$ cat config.mk
export PLATFORM = sky130hd
export DESIGN_NAME = dshot_four_channel_frame_encoder
export DESIGN_NICKNAME = d
export VERILOG_FILES = /design/src/rtl/dsfe_pkg.sv /design/src/rtl/dsfe_frame_stage.sv /design/src/rtl/dsfe_slot_seq.sv /design/src/rtl/dshot_four_channel_frame_encoder.sv
export SDC_FILE = /design/constraint.sdc
export NUM_CORES = 1
export LEC_CHECK = 0
export BUFFER_PORTS_ARGS = -buffer_cell sky130_fd_sc_hd__buf_4
export CORE_ASPECT_RATIO = 0.7
export CORE_MARGIN = 8
export CORE_UTILIZATION = 58
export CTS_CLUSTER_DIAMETER = 60
export DETAILED_ROUTE_END_ITERATION = 8
export GPL_TIMING_DRIVEN = 0
export HOLD_SLACK_MARGIN = 0.06
export MAX_ROUTING_LAYER = met4
export PLACE_DENSITY = 0.87
export SETUP_SLACK_MARGIN = 0.02
export SKIP_CTS_REPAIR_TIMING = 1
export SLEW_MARGIN = 20
export SYNTH_ARGS = -nofsm -noshare
export SYNTH_HDL_FRONTEND = slang
export SYNTH_SLANG_ARGS = --single-unit
$ cat constraint.sdc
create_clock -name clk -period 5.23 [get_ports clk]
set_input_delay 0.2615 -clock clk [delete_from_list [all_inputs] [get_ports clk]]
set_output_delay 0.2615 -clock clk [all_outputs]
set_load 0.05 [all_outputs]
$ cat src/rtl/dsfe_pkg.sv
// ----------------------------------------------------------------------------
// dsfe_pkg
// Shared types, constants and the frame builder for the four-channel
// DShot frame encoder.
// ----------------------------------------------------------------------------
package dsfe_pkg;

	localparam int CHANNELS     = 4;
	localparam int FRAME_SLOTS  = 18;
	localparam int DATA_SLOTS   = 16;
	localparam int THR_W        = 11;
	localparam int PULSE_W      = 16;
	localparam int SLOT_W       = 5;
	localparam int FRAME_W      = 16;
	localparam int CSUM_W       = 4;

	localparam logic [SLOT_W-1:0]  LAST_SLOT     = SLOT_W'(FRAME_SLOTS - 1);
	localparam logic [SLOT_W-1:0]  DATA_SLOTS_SZ = SLOT_W'(DATA_SLOTS);
	localparam logic [PULSE_W-1:0] ONE_RESET     = PULSE_W'(420);
	localparam logic [PULSE_W-1:0] ZERO_RESET    = PULSE_W'(210);

	// configuration register indexes
	localparam logic REG_ONE_PULSE  = 1'b0;
	localparam logic REG_ZERO_PULSE = 1'b1;

	// one send request
	typedef struct packed {
		logic [THR_W-1:0] throttle_ch1;
		logic [THR_W-1:0] throttle_ch2;
		logic [THR_W-1:0] throttle_ch3;
		logic [THR_W-1:0] throttle_ch4;
	} req_t;

	// one slot result
	typedef struct packed {
		logic [SLOT_W-1:0]  slot_index;
		logic [PULSE_W-1:0] pulse_ch1;
		logic [PULSE_W-1:0] pulse_ch2;
		logic [PULSE_W-1:0] pulse_ch3;
		logic [PULSE_W-1:0] pulse_ch4;
		logic               last_slot;
	} slot_t;

	typedef logic [CHANNELS-1:0][FRAME_W-1:0] frame_set_t;

	// handoff between the frame stage and the slot sequencer
	typedef struct packed {
		logic       valid;
		frame_set_t frames;
	} frame_hand_t;

	// value = throttle << 1 (telemetry bit zero), checksum over three nibbles
	function automatic logic [FRAME_W-1:0] make_frame(input logic [THR_W-1:0] thr);
		logic [FRAME_W-CSUM_W-1:0] value;
		logic [CSUM_W-1:0]         csum;
		value = {thr, 1'b0};
		csum  = value[3:0] ^ value[7:4] ^ value[11:8];
		return {value, csum};
	endfunction

endpackage

$ cat src/rtl/dsfe_frame_stage.sv
// ----------------------------------------------------------------------------
// dsfe_frame_stage
// Input register: builds the four 16-bit frames of a request as it is
// accepted and holds them until the slot sequencer takes them.
// ----------------------------------------------------------------------------
module dsfe_frame_stage (
	input  logic                  clk,
	input  logic                  arst_n,
	input  logic                  req_valid,
	output logic                  req_ready,
	input  dsfe_pkg::req_t        req,
	input  logic                  take,
	output dsfe_pkg::frame_hand_t hand
);

	logic                 valid_s1;
	dsfe_pkg::frame_set_t frames_s1;

	// free when empty or when the held item leaves this cycle
	assign req_ready = !valid_s1 || take;

	// valid flag
	always_ff @(posedge clk or negedge arst_n) begin
		if (!arst_n) begin
			valid_s1 <= 1'b0;
		end else if (req_ready) begin
			valid_s1 <= req_valid;
		end
	end

	// frame payload
	always_ff @(posedge clk) begin
		if (req_valid && req_ready) begin
			frames_s1[0] <= dsfe_pkg::make_frame(req.throttle_ch1);
			frames_s1[1] <= dsfe_pkg::make_frame(req.throttle_ch2);
			frames_s1[2] <= dsfe_pkg::make_frame(req.throttle_ch3);
			frames_s1[3] <= dsfe_pkg::make_frame(req.throttle_ch4);
		end
	end

	assign hand.valid  = valid_s1;
	assign hand.frames = frames_s1;

endmodule

$ cat src/rtl/dsfe_slot_seq.sv
// ----------------------------------------------------------------------------
// dsfe_slot_seq
// Slot sequencer: walks the held frames MSB first into an output register,
// one slot per cycle when not stalled; trailing slots carry zero pulses.
// ----------------------------------------------------------------------------
module dsfe_slot_seq (
	input  logic                           clk,
	input  logic                           arst_n,
	input  dsfe_pkg::frame_hand_t          hand,
	output logic                           take,
	input  logic [dsfe_pkg::PULSE_W-1:0]   one_width,
	input  logic [dsfe_pkg::PULSE_W-1:0]   zero_width,
	output logic                           slot_valid,
	input  logic                           slot_ready,
	output dsfe_pkg::slot_t                slot
);

	logic                             active_q;
	logic [dsfe_pkg::SLOT_W-1:0]      slot_q;
	dsfe_pkg::frame_set_t             frames_q;
	logic                             out_valid_q;
	dsfe_pkg::slot_t                  out_q;

	logic                             adv;
	logic                             emit;
	logic                             fin;
	logic                             data_slot;
	logic [3:0]                       bit_idx;
	logic [dsfe_pkg::CHANNELS-1:0][dsfe_pkg::PULSE_W-1:0] pulse;
	dsfe_pkg::slot_t                  nxt;

	// handshake control
	assign adv  = !out_valid_q || slot_ready;
	assign emit = active_q && adv;
	assign fin  = emit && (slot_q == dsfe_pkg::LAST_SLOT);
	assign take = hand.valid && (!active_q || fin);

	// pulse selection for the current slot
	assign data_slot = slot_q < dsfe_pkg::DATA_SLOTS_SZ;
	assign bit_idx   = 4'(dsfe_pkg::DATA_SLOTS - 1) - slot_q[3:0];

	always_comb begin
		for (int c = 0; c < dsfe_pkg::CHANNELS; c++) begin
			if (!data_slot) begin
				pulse[c] = '0;
			end else if (frames_q[c][bit_idx]) begin
				pulse[c] = one_width;
			end else begin
				pulse[c] = zero_width;
			end
		end
		nxt.slot_index = slot_q;
		nxt.pulse_ch1  = pulse[0];
		nxt.pulse_ch2  = pulse[1];
		nxt.pulse_ch3  = pulse[2];
		nxt.pulse_ch4  = pulse[3];
		nxt.last_slot  = (slot_q == dsfe_pkg::LAST_SLOT);
	end

	// sequencer control
	always_ff @(posedge clk or negedge arst_n) begin
		if (!arst_n) begin
			active_q    <= 1'b0;
			slot_q      <= '0;
			out_valid_q <= 1'b0;
		end else begin
			if (take) begin
				active_q <= 1'b1;
				slot_q   <= '0;
			end else if (fin) begin
				active_q <= 1'b0;
			end else if (emit) begin
				slot_q <= slot_q + 1'b1;
			end
			if (adv) begin
				out_valid_q <= emit;
			end
		end
	end

	// payload registers
	always_ff @(posedge clk) begin
		if (take) begin
			frames_q <= hand.frames;
		end
		if (emit) begin
			out_q <= nxt;
		end
	end

	assign slot_valid = out_valid_q;
	assign slot       = out_q;

	// checks
	a_slot_range: assert property (@(posedge clk) disable iff (!arst_n)
		active_q |-> slot_q <= dsfe_pkg::LAST_SLOT)
		else $error("slot counter out of range");

	a_slot_step: assert property (@(posedge clk) disable iff (!arst_n)
		(emit && !fin) |=> (active_q && slot_q == $past(slot_q) + 1'b1))
		else $error("slot counter did not advance");

	a_take_start: assert property (@(posedge clk) disable iff (!arst_n)
		take |=> (active_q && slot_q == '0))
		else $error("new frame did not start at slot zero");

	a_last_flag: assert property (@(posedge clk) disable iff (!arst_n)
		out_valid_q |-> (out_q.last_slot == (out_q.slot_index == dsfe_pkg::LAST_SLOT)))
		else $error("last slot flag mismatch");

endmodule

$ cat src/rtl/dshot_four_channel_frame_encoder.sv
// ----------------------------------------------------------------------------
// dshot_four_channel_frame_encoder
// Four-channel DShot frame encoder: one request in, eighteen slot items out.
// ----------------------------------------------------------------------------
// Each accepted request carries four 11-bit throttle values; every channel is
// turned into a 16-bit DShot frame (throttle << 1, telemetry bit zero, 4-bit
// XOR checksum) and then sent as 18 slot items, frame MSB first: slots 0-15
// carry one_pulse_width or zero_pulse_width per frame bit, slots 16-17 carry
// zero, and last_slot marks slot 17. The slot sequencer emits one slot per
// cycle unless slot_ready stalls it; each request passes through the input
// register, sequencer state and output register. A second request is held
// in the input register and starts right after the last slot of the one
// before, so back-to-back requests stream with no idle slot between them.
// Configuration registers: index 0 one_pulse_width (reset 420), index 1
// zero_pulse_width (reset 210); write them only while the block is idle.
module dshot_four_channel_frame_encoder (
	input  logic                         clk,
	input  logic                         arst_n,
	input  logic                         req_valid,
	output logic                         req_ready,
	input  dsfe_pkg::req_t               req,
	output logic                         slot_valid,
	input  logic                         slot_ready,
	output dsfe_pkg::slot_t              slot,
	input  logic                         cfg_write,
	input  logic                         cfg_index,
	input  logic [dsfe_pkg::PULSE_W-1:0] cfg_data
);

	logic [dsfe_pkg::PULSE_W-1:0] one_width_q;
	logic [dsfe_pkg::PULSE_W-1:0] zero_width_q;
	dsfe_pkg::frame_hand_t        hand;
	logic                         take;

	// configuration registers
	always_ff @(posedge clk or negedge arst_n) begin
		if (!arst_n) begin
			one_width_q  <= dsfe_pkg::ONE_RESET;
			zero_width_q <= dsfe_pkg::ZERO_RESET;
		end else if (cfg_write) begin
			case (cfg_index)
				dsfe_pkg::REG_ONE_PULSE:  one_width_q  <= cfg_data;
				dsfe_pkg::REG_ZERO_PULSE: zero_width_q <= cfg_data;
				default: ;
			endcase
		end
	end

	dsfe_frame_stage u_frame (
		.clk       (clk),
		.arst_n    (arst_n),
		.req_valid (req_valid),
		.req_ready (req_ready),
		.req       (req),
		.take      (take),
		.hand      (hand)
	);

	dsfe_slot_seq u_seq (
		.clk        (clk),
		.arst_n     (arst_n),
		.hand       (hand),
		.take       (take),
		.one_width  (one_width_q),
		.zero_width (zero_width_q),
		.slot_valid (slot_valid),
		.slot_ready (slot_ready),
		.slot       (slot)
	);

endmodule
==> impl_metrics.yaml, run 1 <==
clock_tree:
  tritoncts: "yes"
  h-tree-depth: 1
  clkTransAtPathRegs_ns: 0.06
  root_buffer: "clkbuf_16"
  clockBufferDepth: 3
  cts_buffers: 21
  clk_latency_ns: 0.50
  cts.sinks: 230
pwr:
  p_leak_uw: 0.00507
  peakVddDrop_v: 0.000426
  p_per_area_nw_per_um2: 599
  p_total_uw: 7930
placement:
  dp_hpwl_microns: 19800
  routabilityCongestion: 0.983
  io_buffers: 137
floorplan:
  die_h_microns: 128
  die_w_microns: 177
  io_pins: 138
  core_sq_um: 17900
  start_util_pct: 58.6
  dieArea_sq_um: 22700
  rows: 41
sta:
  timing.slew.headroom_pct: 46.5
  hold_viol_final: 0
  rsz0062_at_grt: "false"
  setup_violations: 0
  fin_worst_skew_ns: 0.0173
  worst-slew-pin-transition_ns: 0.801
  post-route-period-util_pct: 55.5
  setup_total_negative_slack_ns: 0
  fmax_mhz: 344
  period_minus_slack_ns: 2.90
  drv_slew: 0
synthesis:
  syn-cell-area_sq_um: 10500
  synth_cells: 769
  synth-edff-count: 190
  synth.distinct_cells: 38
  yosys_most_used_dff: "edfxtp_1"
  synth-seq-area-share_pct: 64.2
  ys_seq_elements: 230
  syn_avg_cell_area_sq_um: 13.6
  async_flop_share_pct: 17.4
  synth.largest_area_cell: "edfxtp_1"
  yosys_warnings: 0
  synthTopCellsByArea: "edfxtp_1, dfrtp_1, mux2i_1"
  synth_top_area_share_pct: 54.5
  syn_nets: 837
critical_path:
  crit_type: "reg -> reg"
  path_common_cell: "buf_12"
  cp.arrival_ns: 3.09
  critPathLaunchType: "flop"
  r2r_end: "u_seq.frames_q[14]"
  required_ns: 5.42
  reg2reg_slack_ns: 2.33
  worstRegToRegCells: 10
  setup.worst_path.end_class: "flop"
  rr_startpoint: "u_seq.slot_q[1]"
  slowest_delay_ns: 0.42
  cp-startpoint: "u_seq.slot_q[1]"
  path_max_fanout: 30
  crit_chain: "buf_6, buf_12, buf_4, inv_1, ha_1, nand4bb_1, o21a_1, nor2b_4, buf_16, buf_12"
  cp_slowest_cell: "nor2b_4"
min_path:
  hp-class: "in -> async"
detailed_routing:
  drc: 0
  wl_per_cell_microns: 23.9
  postRouteAntennaNets: 0
  vias_per_cell: 6.29
  totalWireLength_microns: 29900
  drtPass1Iterations: 7
  first_iter_violations: 1434
  route.vias.total: 7843
cells_and_area:
  syn2layout_area_growth_pct: 26.5
  multi_input_area_sq_um: 3490
  nFillCells: 1120
  drive_gt1_share_pct: 24.5
  finalNetCount: 1065
  seqCellArea_sq_um: 6720
job:
  cap_violations: 0
grt:
  grt_start_max_net_pins: 60
  grtUsageTotal_pct: 25.0
  antenna_found_initial: 2
  grt_pass1_wl_microns: 42400
  grt_pass1_vias: 7370
  overflow: 0
outcome:
  status: "finished, final reports clean"
how the worst max path moves through the flow:
stage | slack [ns] | depth (start not counted) | end
after floorplan | 0.59 | 8 | u_seq.frames_q[0]
after global placement | -0.63 | 8 | u_seq.frames_q[44]
after detailed placement | 2.39 | 10 | u_seq.frames_q[40]
after CTS | 2.34 | 10 | u_seq.frames_q[10]
after global routing | 2.21 | 10 | u_seq.frames_q[14]
final | 2.33 | 10 | u_seq.frames_q[14]
cells in the mapped netlist (5+ instances only):
cell type and number:
nand3_1 130, nor3b_1 32, mux2_2 40, nor2_1 30, nand3b_1 5, dfstp_2 8, xnor2_1 24, o21ai_0 68
mux4_2 8, nand2_1 33, buf_2 5, clkbuf_1 32, dfrtp_1 32, mux2i_1 68, edfxtp_1 190
worst max-delay path, delay by kind of cell (launching register included):
kind	cells	cell delay, ns
compound gates	1	0.31
fa+ha+maj	1	0.13
buf+inv	6	1.03
flops	1	0.41
simple gates	2	0.67
cells by family (layout without fill, tap and decap cells):
kind of cell / after synthesis / after routing / synth area share, %
muxes: 120 / 120 / 13.4
buffers and inverters: 51 / 291 / 2.65
and+or+nand+nor: 246 / 246 / 12.2
adders and majority gates: 2 / 2 / 0.239
xor gates and xnor gates: 28 / 28 / 2.34
DFF: 230 / 230 / 64.2
other: 0 / 2 / 0
AOI/OAI and AO/OA: 92 / 92 / 4.97
metrics by stage:
step	instances	setup WS, ns	instance area, sq um	hold WS [ns]	util [%]
2_1_floorplan	769	0.587	10500	-0.0341	-
3_3_place_gp	1142	-0.633	11800	0.260	66.0
3_5_place_dp	1148	2.39	12000	0.271	67.0
4_1_cts	1183	2.34	12600	-0.253	70.7
5_1_grt	1247	2.21	13200	0.310	74.2
6_report	1247	2.33	13200	0.285	74.2
metal layers:
| metal | routed length [microns] | vias up | GRT usage (%) |
|---|---|---|---|
| li1 | - | 3371 | - |
| met1 | 11800 | 3701 | 34.9 |
| met2 | 12600 | 656 | 34.7 |
| met3 | 4280 | 115 | 8.02 |
| met4 | 1230 | 0 | 7.15 |
| met5 | 0 | - | - |
power by group:
| part | total [uW] | switching (uW) | internal [uW] | leakage, uW |
|---|---|---|---|---|
| Clock | 1530 | 648 | 886 | 0.000323 |
| Combinational | 3750 | 2580 | 1170 | 0.00250 |
| Sequential | 2650 | 170 | 2480 | 0.00224 |
| Total | 7930 | 3400 | 4540 | 0.00507 |
flip-flops by register name (all words and copies together) (netlist names), 5 cells and up:
register	count
u_seq.slot	70
one_width_q	16
u_seq.frames_q	60
u_frame.hand	60
u_seq.slot_q	5
zero_width_q	16
area by class of cell:
class	count	share of cell area [%]
well taps	236	2.23
clock buffers	27	4.14
clock inverters	8	0.850
plain buffers	46	1.96
multi-input cells	488	26.3
inverters	5	0.142
flip-flops and latches	230	50.7
repair buffers	205	13.6
diodes	2	0.0378
cell usage in the layout, fill, tap and decap left out, types with 3 or more instances in the layout:
master	n
mux2i_1	68
clkbuf_16	21
dfstp_2	8
xor2_1	4
mux2_2	40
buf_4	139
buf_12	6
xnor2_1	24
mux2i_4	4
nand3b_1	5
bufinv_16	3
nand3_1	130
clkinv_1	3
nor2_1	30
a21oi_1	4
nor3b_1	32
dlygate4sd3_1	62
clkinv_2	3
o22a_1	4
buf_2	5
edfxtp_1	190
o21ai_0	68
o22ai_1	4
mux4_2	8
or4_1	3
dfrtp_1	32
o31ai_1	3
nand2_1	33
clkbuf_1	38
buf_16	4
o211ai_1	4
inv_1	4
o211a_1	4
No activity file was read; power rests on OpenSTA's default activity.
==> run 2, diff against run 1 <==
ABC_AREA = 1   (was default)
CORE_UTILIZATION = 52   (was 58)
PLACE_DENSITY = 0.83   (was 0.87)
clock period = 2.6 ns   (was 5.23 ns; I/O delays follow)
==> impl_metrics.yaml, run 2 <==
floorplan:
  die_h_microns: 131
  die_w_microns: 180
  io_pins: 138
  core_sq_um: 18700
  rows: 42
  start_util_pct: 52.6
  dieArea_sq_um: 23700
detailed_routing:
  topRoutingLayerUsed: "met4"
  drtPass1Iterations: 7
  vias_per_cell: 5.33
  dr_wl_met3_microns: 2820
  route.vias.total: 7293
  drc: 0
  totalWireLength_microns: 25900
  postRouteAntennaNets: 0
  first_iter_violations: 834
  wl_per_cell_microns: 18.9
  wl_met2_microns: 11300
  wl_met1_microns: 11200
synthesis:
  syn_nets: 942
  async_flop_share_pct: 17.4
  synth.distinct_cells: 27
  synth-edff-count: 190
  yosys_warnings: 0
  synth.largest_area_cell: "edfxtp_1"
  syn_avg_cell_area_sq_um: 11.3
  synthMostInstantiatedCell: "nand2_1"
  synth_common_cells: "nand2_1, edfxtp_1, nand3_1"
  synthTopCellsByArea: "edfxtp_1, dfrtp_1, nand2_1"
  synth-seq-area-share_pct: 68.2
  ys_seq_elements: 230
  synth_top_area_share_pct: 57.9
  yosys_most_used_dff: "edfxtp_1"
  synth_cells: 874
  syn-cell-area_sq_um: 9850
critical_path:
  worstRegToRegCells: 9
  cp_slowest_cell: "dfrtp_2"
  rr_startpoint: "u_seq.slot_q[1]"
  critPathTopFamily: "buffers and inverters"
  crit_type: "reg -> out"
  cp.arrival_ns: 2.34
  reg2reg_slack_ns: 0.13
  r2r_end: "u_frame.hand[15]"
  critPathBufInv: 3
  critPathLaunchType: "flop"
  crit_chain: "inv_4, buf_6, ha_4, nand4_1, o21ai_2, or2_4, buf_4"
  path_max_fanout: 10
  required_ns: 2.47
  slowest_delay_ns: 0.48
  setup.worst_path.end_class: "output pin"
cells_and_area:
  antenna_cells: 0
  largest_reg_flops: 70
  drive_gt1_share_pct: 22.4
  layout_common_cells: "nand2_1, edfxtp_1, buf_4, nand3_1, inv_1"
  instances_no_fill: 1369
  layout_commonest_cell: "nand2_1"
  syn2layout_area_growth_pct: 29.4
  finalNetCount: 1179
  utilization_pct: 68.1
  final_area_sq_um: 12700
placement:
  dp_hpwl_microns: 17700
  io_buffers: 137
  routabilityCongestion: 0.934
  dpl_cell_area_sq_um: 11300
  dp.cells: 1257
clock_tree:
  cts.sinks: 230
  tritoncts: "yes"
  clkTransAtPathRegs_ns: 0.06
  clockBufferDepth: 3
  root_buffer: "clkbuf_16"
  h-tree-depth: 1
  clk_latency_ns: 0.51
  cts_buffers: 22
pwr:
  p_leak_uw: 0.00556
  peakVddDrop_v: 0.000525
  p_per_area_nw_per_um2: 1270
sta:
  fmax_mhz: 405
  fin_worst_skew_ns: 0.0190
  rsz0062_at_grt: "false"
  timing.slew.headroom_pct: 61.2
  period_minus_slack_ns: 2.47
  setup_violations: 0
  hold_ws_ns: 0.150
  worst-slew-pin-transition_ns: 0.581
  post-route-period-util_pct: 95.0
  drv_slew: 0
  hold_viol_final: 0
min_path:
  hp-class: "in -> async"
job:
  cap_violations: 0
grt:
  overflow: 0
  grtUsageTotal_pct: 20.5
  grt_start_max_net_pins: 41
  grt_pass1_wl_microns: 37400
  antenna_found_initial: 0
  grt_pass1_vias: 6762
outcome:
  status: "finished, final reports clean"
==> run 2: cell count changes in the layout (fill, tap and decap cells not counted), sizes merged, moves of 8 or more <==
cell | before | now
mux4 | 8 | 0
clkbuf | 59 | 34
o21ai | 68 | 37
a21oi | 4 | 65
nand3 | 130 | 99
nor3b | 32 | 0
buf | 157 | 186
mux2 | 40 | 0
nand2 | 33 | 202
inv | 4 | 86
mux2i | 72 | 0
nor2 | 30 | 72
==> run 2: logic make-up after synthesis <==
kind of cell,count (synthesis),synth area share (%)
flops,230,68.2
xor+xnor,31,2.76
compound gates,102,5.22
simple gates,377,16.5
fa+ha+maj,2,0.254
buf+inv,132,7.08
==> run 2: per-layer routing <==
metal / track usage, % / vias up
li1: - / 3395
met4: 4.72 / 0
met2: 29.5 / 415
met3: 5.29 / 48
met5: - / -
met1: 29.1 / 3435
==> run 2: power breakdown <==
| group | switching, uW | internal (uW) | total, uW |
|---|---|---|---|
| registers | 388 | 5200 | 5590 |
| clock network | 1320 | 1950 | 3270 |
| logic | 4990 | 2340 | 7330 |
| total | 6700 | 9480 | 16200 |
==> run 2: stage by stage <==
step / setup WS, ns / power (uW) / setup TNS, ns
6_report: 0.130 / 16200 / 0
2_1_floorplan: -0.0786 / 10600 / -4.71
3_5_place_dp: -0.110 / 12700 / -6.34
5_1_grt: 0.000933 / 16900 / 0
3_3_place_gp: -0.555 / 12600 / -57.05
4_1_cts: -0.139 / 16000 / -8.39
==> run 2: how the worst max path moves through the flow <==
stage | end | cells past startpoint | start | slack, ns
3_5_place_dp | u_frame.hand[15] | 9 | u_seq.slot_q[1] | -0.11
4_1_cts | u_frame.hand[7] | 9 | u_seq.slot_q[1] | -0.14
3_3_place_gp | u_frame.hand[3] | 8 | u_seq.slot_q[1] | -0.56
6_report | req_ready | 7 | u_seq.slot_q[1] | 0.13
2_1_floorplan | u_frame.hand[0] | 8 | u_seq.slot_q[1] | -0.08
5_1_grt | u_seq.frames_q[3] | 8 | u_seq.slot_q[1] | 0.0009
==> run 2: final cells by class <==
class                           instances  area (sq um)
Buffer                                 45           368
Multi-Input combinational cell        512          2470
Inverter                               87           337
Timing Repair Buffer                  211          1800
Clock buffer                           29           608
Timing Repair inverter                  2          15.0
Tap cell                              242           303
Sequential cell                       230          6720
Fill cell                            1316          5960
Clock inverter                         11           133
==> run 3, diff against run 2 <==
--- a/config.mk
+++ b/config.mk
@@ -14,3 +14,2 @@
 export DETAILED_ROUTE_END_ITERATION = 8
-export GPL_TIMING_DRIVEN = 0
 export HOLD_SLACK_MARGIN = 0.06
--- a/constraint.sdc
+++ b/constraint.sdc
@@ -3,2 +3,2 @@
 set_output_delay 0.13 -clock clk [all_outputs]
-set_load 0.05 [all_outputs]
+set_load 0.1 [all_outputs]
==> impl_metrics.yaml, run 3 (synthesis results as in run 2) <==
detailed_routing:
  drc: 0
  route.vias.total: 6980
  drtPass1Iterations: 6
  wl_per_cell_microns: 17.7
  totalWireLength_microns: 23600
  first_iter_violations: 827
  postRouteAntennaNets: 0
  vias_per_cell: 5.25
sta:
  timing.slew.headroom_pct: 36.3
  worst-slew-pin-transition_ns: 0.953
  setup_violations: 0
  post-route-period-util_pct: 88.7
  drv_slew: 0
  period_minus_slack_ns: 2.31
  setup_slack_ns: 0.294
  fmax_mhz: 434
  hold_ws_ns: 0.161
  fin_worst_skew_ns: 0.0107
  rsz0062_at_grt: "false"
  hold_viol_final: 0
min_path:
  hp-class: "in -> async"
critical_path:
  required_ns: 2.47
  reg2reg_slack_ns: 0.38
  worstRegToRegCells: 10
  path_max_fanout: 19
  r2r_end: "u_seq.slot_q[4]"
  rr_startpoint: "u_seq.slot_q[1]"
  setup.worst_path.end_class: "output pin"
  critPathLaunchType: "flop"
  crit_type: "reg -> out"
  cp.arrival_ns: 2.18
placement:
  dp_hpwl_microns: 15900
  dp_slack_ns: 0.389
  routabilityCongestion: 0.892
  io_buffers: 137
cells_and_area:
  nFillCells: 1345
  largest_reg_flops: 70
  layout_commonest_cell: "nand2_1"
  layout_common_cells: "nand2_1, edfxtp_1, buf_4, nand3_1, inv_1"
  syn2layout_area_growth_pct: 25.2
  drive_gt1_share_pct: 19.9
  finalNetCount: 1136
clock_tree:
  clk_latency_ns: 0.50
  h-tree-depth: 1
  clkTransAtPathRegs_ns: 0.06
  clockBufferDepth: 3
  root_buffer: "clkbuf_16"
  cts.sinks: 230
  cts_buffers: 22
  tritoncts: "yes"
floorplan:
  io_pins: 138
  die_w_microns: 180
  dieArea_sq_um: 23700
  rows: 42
  die_h_microns: 131
  start_util_pct: 52.6
  core_sq_um: 18700
grt:
  antenna_found_initial: 5
  grt_start_max_net_pins: 59
  overflow: 0
  grtUsageTotal_pct: 18.8
  grt_pass1_wl_microns: 34800
  grt_pass1_vias: 6287
job:
  cap_violations: 0
outcome:
  status: "finished, final reports clean"
[run 3: worst max-delay path by stage]
stage,slack [ns],from,end,cells past startpoint
finish,0.29,u_seq.slot_q[1],req_ready,6
global route,0.18,u_seq.slot_q[1],req_ready,6
CTS,0.28,u_seq.slot_q[1],req_ready,6
detailed placement,0.39,u_seq.slot_q[1],u_seq.slot_q[4],10
global placement,0.53,u_seq.slot_q[1],u_frame.hand[9],8
floorplan,-0.13,u_seq.slot_q[1],u_frame.hand[0],8
[run 3: worst max-delay path: stages (launching register included)]
cell,delay (ns)
dfrtp_2,0.43
inv_4,0.22
ha_4,0.17
nand4_1,0.14
o21ai_2,0.24
or2_4,0.18
buf_4,0.29
[run 3: layout make-up]
class	instances	area, sq um	share of cell area [%]
clock buffers	31	606	4.91
clock inverters	7	67.6	0.548
inverters	87	337	2.73
repair buffers	215	1810	14.7
flip-flops and latches	230	6720	54.5
multi-input cells	512	2480	20.1
diodes	5	12.5	0.101
well taps	242	303	2.46
[run 3: per-stage QoR]
step / std cells / utilization [%] / area [sq um] / TNS, ns
6_report: 1329 / 65.9 / 12300 / 0
5_1_grt: 1329 / 65.9 / 12300 / 0
4_1_cts: 1261 / 62.5 / 11700 / 0
3_5_place_dp: 1223 / 58.9 / 11000 / 0
3_3_place_gp: 1223 / 58.9 / 11000 / 0
2_1_floorplan: 874 / - / 9900 / -8.02
[run 3: metal layers]
| metal | vias up | track usage (%) | share of wire, % |
|---|---|---|---|
| met3 | 37 | 4.19 | 9.3 |
| met4 | 0 | 4.26 | 2.1 |
| met5 | - | - | 0 |
| met1 | 3269 | 27.9 | 45 |
| met2 | 353 | 25.9 | 43 |
| li1 | 3321 | - | - |
Power of run 3 is left out: the tool's default activity adds up to more than one toggle a clock period on the data nets, which glitch-free logic cannot reach.
